File: src/hdl/bis_pkg.sv
// Shared types and constants for the bilinear image sampler.
// Used by the controller, the datapath, the top level and the checker; no dependencies.
`timescale 1ns / 1ps

package bis_pkg;

	localparam int MAX_WIDTH  = 256;
	localparam int MAX_HEIGHT = 256;
	localparam int FRAC_BITS  = 8;

	localparam int COL_W   = $clog2(MAX_WIDTH);
	localparam int ROW_W   = $clog2(MAX_HEIGHT);
	localparam int ADDR_W  = COL_W + ROW_W;
	localparam int SIZE_W  = 9;
	localparam int PIX_W   = 16;
	localparam int POS_W   = 16;
	localparam int VAL_W   = 24;
	localparam int GRAD_W  = 25;
	localparam int IN_W    = 64;
	localparam int OUT_W   = 80;

	localparam int NUM_READS = 4;
	localparam int IDX_W     = $clog2(NUM_READS);
	localparam logic [IDX_W-1:0] RD_LAST = IDX_W'(NUM_READS - 1);

	// configuration register indexes
	localparam logic REG_IMAGE_WIDTH  = 1'b0;
	localparam logic REG_IMAGE_HEIGHT = 1'b1;

	typedef enum logic [1:0] {
		CMD_WRITE  = 2'd0,
		CMD_VALUE  = 2'd1,
		CMD_GRAD   = 2'd2,
		CMD_CENTRE = 2'd3
	} cmd_code_t;

	typedef enum logic [1:0] {
		ST_DONE    = 2'd0,
		ST_WRITTEN = 2'd1,
		ST_RANGE   = 2'd2
	} status_t;

	typedef enum logic [2:0] {
		S_IDLE,
		S_SETUP,
		S_READ,
		S_DRAIN,
		S_DONE
	} state_t;

	typedef struct packed {
		logic             latch;
		logic             setup;
		logic             rd_en;
		logic [IDX_W-1:0] rd_idx;
		logic             out_load;
	} ctl_cmd_t;

	typedef struct packed {
		logic direct;
	} dp_stat_t;

endpackage

File: src/hdl/bis_ctrl.sv
// Controller state machine for the bilinear image sampler.
// Sequences setup, the four store reads of an in-range query and result hand-off; depends on bis_pkg.
`timescale 1ns / 1ps

module bis_ctrl import bis_pkg::*; (
	input  logic     clk,
	input  logic     arst_n,
	input  logic     s_tvalid,
	output logic     s_tready,
	output logic     m_tvalid,
	input  logic     m_tready,
	input  dp_stat_t stat,
	output ctl_cmd_t ctl
);

	state_t           state_q, state_d;
	logic [IDX_W-1:0] cnt_q, cnt_d;
	logic             out_valid_q, out_valid_d;

	always_ff @(posedge clk or negedge arst_n) begin
		if (!arst_n) begin
			state_q     <= S_IDLE;
			cnt_q       <= '0;
			out_valid_q <= 1'b0;
		end else begin
			state_q     <= state_d;
			cnt_q       <= cnt_d;
			out_valid_q <= out_valid_d;
		end
	end

	always_comb begin
		state_d      = state_q;
		cnt_d        = cnt_q;
		ctl.latch    = 1'b0;
		ctl.setup    = 1'b0;
		ctl.rd_en    = 1'b0;
		ctl.rd_idx   = cnt_q;
		ctl.out_load = 1'b0;
		s_tready     = 1'b0;
		case (state_q)
			S_IDLE: begin
				s_tready  = 1'b1;
				ctl.latch = s_tvalid;
				if (s_tvalid) state_d = S_SETUP;
			end
			S_SETUP: begin
				ctl.setup = 1'b1;
				cnt_d     = '0;
				state_d   = stat.direct ? S_DONE : S_READ;
			end
			S_READ: begin
				ctl.rd_en = 1'b1;
				cnt_d     = cnt_q + 1'b1;
				if (cnt_q == RD_LAST) state_d = S_DRAIN;
			end
			S_DRAIN: begin
				state_d = S_DONE;
			end
			S_DONE: begin
				// hold until the output register is free
				if (!out_valid_q || m_tready) begin
					ctl.out_load = 1'b1;
					state_d      = S_IDLE;
				end
			end
			default: state_d = S_IDLE;
		endcase
	end

	always_comb begin
		if (ctl.out_load) out_valid_d = 1'b1;
		else if (m_tready) out_valid_d = 1'b0;
		else out_valid_d = out_valid_q;
	end

	assign m_tvalid = out_valid_q;

endmodule

File: config.mk
export PLATFORM = sky130hd
export DESIGN_NAME = bis_ctrl
export DESIGN_NICKNAME = d
export VERILOG_FILES = /design/src/hdl/bis_pkg.sv /design/src/hdl/bis_ctrl.sv
export SDC_FILE = /design/constraint.sdc
export NUM_CORES = 1
export LEC_CHECK = 0
export BUFFER_PORTS_ARGS = -buffer_cell sky130_fd_sc_hd__clkbuf_2
export CAP_MARGIN = 20
export CORE_AREA = 2 2 39 41
export DETAILED_ROUTE_END_ITERATION = 10
export DIE_AREA = 0 0 41 43
export GPL_ROUTABILITY_DRIVEN = 1
export PLACE_DENSITY = 0.59
export SETUP_SLACK_MARGIN = 0.1
export SKIP_LAST_GASP = 1
export SYNTH_ARGS = -nofsm -noshare
export SYNTH_HDL_FRONTEND = slang
export SYNTH_SLANG_ARGS = --single-unit
File: constraint.sdc
create_clock -name clk -period 3.95 [get_ports clk]
set_input_delay 0.9875 -clock clk [delete_from_list [all_inputs] [get_ports clk]]
set_output_delay 0.9875 -clock clk [all_outputs]
set_load 0.1 [all_outputs]
==> impl_metrics.prom <==
# TYPE chip_impl_metric gauge
chip_impl_info{name="run_status",value="finished clean"} 1
chip_impl_metric{name="min_period",unit="ns"} 2.776
chip_impl_info{name="worstReg2RegStart",value="state_q[1]"} 1
chip_impl_metric{name="postSynthRegisterBits",unit=""} 6
chip_impl_metric{name="pin_count",unit=""} 13
chip_impl_info{name="largest_cells_by_area_after_synthesis",value="dfrtp_1 41%, or3b_1 4.8%, nor3_1 4.1%"} 1
chip_impl_metric{name="routed_wirelength",unit="um"} 714
chip_impl_metric{name="final_cycle_utilization_of_the_critical_path",unit=""} 0.7027
chip_impl_metric{name="path_length_in_cells_of_the_critical_path",unit=""} 3
chip_impl_info{name="timing.critical_path.cells",value="or3b_1 > nor2b_1 > clkbuf_2"} 1
chip_impl_metric{name="rows",unit=""} 14
chip_impl_metric{name="asyncSetResetFlopFracSynth",unit=""} 1.000
chip_impl_info{name="cp-start-kind",value="register"} 1
chip_impl_info{name="worst_setup_path_end_kind",value="primary output"} 1
chip_impl_metric{name="ctsHtreeMaxLevel",unit=""} 1
chip_impl_info{name="leading_cell_type_by_number_of_instances_after_synthesis",value="dfrtp_1"} 1
chip_impl_metric{name="yosysUniqueCellTypes",unit=""} 23
chip_impl_metric{name="report.final.setup_viol",unit=""} 0
chip_impl_metric{name="yosys_synthesis_warning_count",unit=""} 0
chip_impl_metric{name="die_h",unit="um"} 43
chip_impl_metric{name="cts.clk_slew.worst_paths",unit="ns"} 0.05
chip_impl_info{name="rsz_0062_raised_after_global_routing",value="no"} 1
chip_impl_metric{name="fin_tns_setup",unit="ns"} 0
chip_impl_info{name="holdCritPathClass",value="reg -> reg"} 1
chip_impl_metric{name="core_area",unit="um2"} 1384
chip_impl_metric{name="timing.critical_path.buf_inv",unit=""} 1
chip_impl_info{name="worstHoldStart",value="m_tvalid"} 1
chip_impl_metric{name="grt_start_max_net_pins",unit=""} 14
chip_impl_metric{name="cts_hold_buf",unit=""} 0
chip_impl_metric{name="fmax",unit="MHz"} 360.3
chip_impl_metric{name="diodes_inserted",unit=""} 0
chip_impl_metric{name="globalplace.congestion",unit=""} 0.6728
chip_impl_metric{name="maxCapViolations",unit=""} 0
chip_impl_metric{name="route.detailed.wl_per_inst",unit="um"} 11.33
chip_impl_metric{name="post_route_cells_drive_above_1_share",unit=""} 0.4043
chip_impl_metric{name="vias_per_cell",unit=""} 4.635
chip_impl_metric{name="fp.dieArea",unit="um2"} 1763
chip_impl_metric{name="detailedRoute.firstIterationViolations",unit=""} 2
chip_impl_metric{name="route.vias.total",unit=""} 292
chip_impl_metric{name="max-clock-path-buffers",unit=""} 2
chip_impl_metric{name="cts_num_sinks",unit=""} 6
chip_impl_metric{name="cp_data_required_time",unit="ns"} 2.96
chip_impl_metric{name="tightest_slew",unit="ns"} 0.5423
chip_impl_metric{name="syn_area_per_cell",unit="um2"} 10.11
chip_impl_info{name="synthDominantAreaCellType",value="dfrtp_1"} 1
chip_impl_info{name="yosys-top-cells-count",value="6 x dfrtp_1, 3 x inv_1, 3 x nor3_1"} 1
chip_impl_info{name="cp-startpoint",value="state_q[1]"} 1
chip_impl_metric{name="drt-pass1-iter-count",unit=""} 4
chip_impl_metric{name="io_buffer_count",unit=""} 12
chip_impl_metric{name="floorplan.initialDensity",unit=""} 0.2631
chip_impl_metric{name="grt_overflow_total",unit=""} 0
chip_impl_metric{name="groute.usage.overall",unit=""} 0.09677
chip_impl_metric{name="synthesis.area",unit="um2"} 364.1
chip_impl_metric{name="postCtsSetupRepairBufs",unit=""} 0
chip_impl_metric{name="drc_errors",unit=""} 0
chip_impl_metric{name="number_of_hold_violations_in_the_final_report",unit=""} 0
chip_impl_metric{name="timing.max_slew.rel_slack",unit=""} 0.6400
chip_impl_info{name="tritoncts",value="done"} 1
chip_impl_metric{name="num-nets-final",unit=""} 55
chip_impl_metric{name="report.final.slew_viol_count",unit=""} 0
chip_impl_metric{name="yosys_top_cell_area_share",unit=""} 0.4124
chip_impl_metric{name="syn_nets",unit=""} 42
chip_impl_info{name="critical-path-slowest-cell",value="dfrtp_1"} 1
chip_impl_metric{name="synth-seq-area-share",unit=""} 0.4124
chip_impl_metric{name="synthesis.instances",unit=""} 36
chip_impl_metric{name="synth_enable_flop_cells",unit=""} 0
chip_impl_metric{name="width_of_the_die",unit="um"} 41
chip_impl_metric{name="clock_latency",unit="ns"} 0.24
chip_impl_metric{name="count_of_cells_along_the_worst_register_to_register_path",unit=""} 2
chip_impl_metric{name="max_stage_delay",unit="ns"} 0.50
chip_impl_info{name="setup.worst_path.class",value="reg -> out"} 1
chip_impl_metric{name="place_hpwl",unit="um"} 517
chip_impl_metric{name="cts_resized",unit=""} 0
chip_impl_info{name="worst_path_dominant_cell_family",value="simple AND/OR/NAND/NOR gates"} 1
chip_impl_metric{name="post-route-worst-setup-slack",unit="ns"} 1.174
chip_impl_metric{name="critPathArrivalTime",unit="ns"} 1.79
chip_impl_info{name="synth_ff_type",value="dfrtp_1"} 1
chip_impl_metric{name="areaGrowthSynthToFinish",unit="%"} 21.65
chip_impl_metric{name="grt_first_pass_wirelength",unit="um"} 1145
chip_impl_metric{name="ant_nets_after_route",unit=""} 0
chip_impl_metric{name="worstHoldPathCells",unit=""} 2
chip_impl_metric{name="first_global_vias",unit=""} 275
chip_impl_metric{name="antenna_found_initial",unit=""} 0
chip_impl_metric{name="clock-skew-final",unit="ns"} 0.006420
chip_impl_metric{name="detailedPlace.worstSlack",unit="ns"} 1.187
chip_impl_info{name="cts-root-buf",value="clkbuf_4"} 1
chip_impl_metric{name="cts_buffers",unit=""} 3
chip_impl_metric{name="worstPathMaxFanout",unit=""} 13
[flip-flops by register name (all words and copies together), names as in the netlist]
name	flops
m_tvalid	1
cnt_q	2
state_q	3
[metal layers]
| layer | up-vias | track usage | part of all wire |
|---|---|---|---|
| li1 | 149 | - | - |
| met4 | 0 | 0.02000 | 0 |
| met5 | - | 0 | 0 |
| met3 | 0 | 0.04712 | 0.076 |
| met2 | 12 | 0.1406 | 0.43 |
| met1 | 131 | 0.1270 | 0.50 |
[layout by cell type, fill, tap and decap left out, types with 2 or more instances in the layout]
master and count:
clkbuf_2 12, dfrtp_1 6, inv_1 3, clkbuf_4 3
nor3_1 2, or3b_1 2, nand2b_1 2, nand3_1 2
[final timing paths]
| check | to | slack (ns) |
|---|---|---|
| min in group asynchronous | state_q[2] | 0.56 |
| max | ctl[0] | 1.17 |
| max in group asynchronous | state_q[1] | 3.23 |
| min | m_tvalid | 0.55 |
| max reg2reg | cnt_q[0] | 2.73 |
| min reg2reg | m_tvalid | 0.55 |
[final cells by class]
type                       instances  area (um2)
tap                               16       20.02
sequential                         6       150.1
clock buffer                       3       22.52
multi-input combinational         23       178.9
timing repair buffer              12       60.06
inverter                           3       11.26
fill                             150       940.9
[through the flow]
step                      cell area, um2  instances  hold slack (ns)  utilization
final                              442.9         63           0.5471       0.3201
after global placement             420.4         60           0.5079       0.3038
after global routing               442.9         63           0.5611       0.3201
after CTS                          442.9         63           0.5545       0.3201
after detailed placement           420.4         60           0.5618       0.3038
after floorplan                    369.1         36           0.5162            -
[worst reg2reg max path, stage by stage, from the launching register on]
cell	delay, ns
dfrtp_1	0.56
or4b_4	0.51
o211ai_2	0.08
[cells by family after synthesis]
kind of cell	synth area share
adders and majority gates	0.03436
and+or+nand+nor	0.2955
AOI/OAI and AO/OA	0.1203
DFF	0.4124
muxes	0.02749
buffers and inverters	0.1100
Power is left out: the tool's default activity adds up to more than one toggle a clock period on the data nets, which glitch-free logic cannot reach.
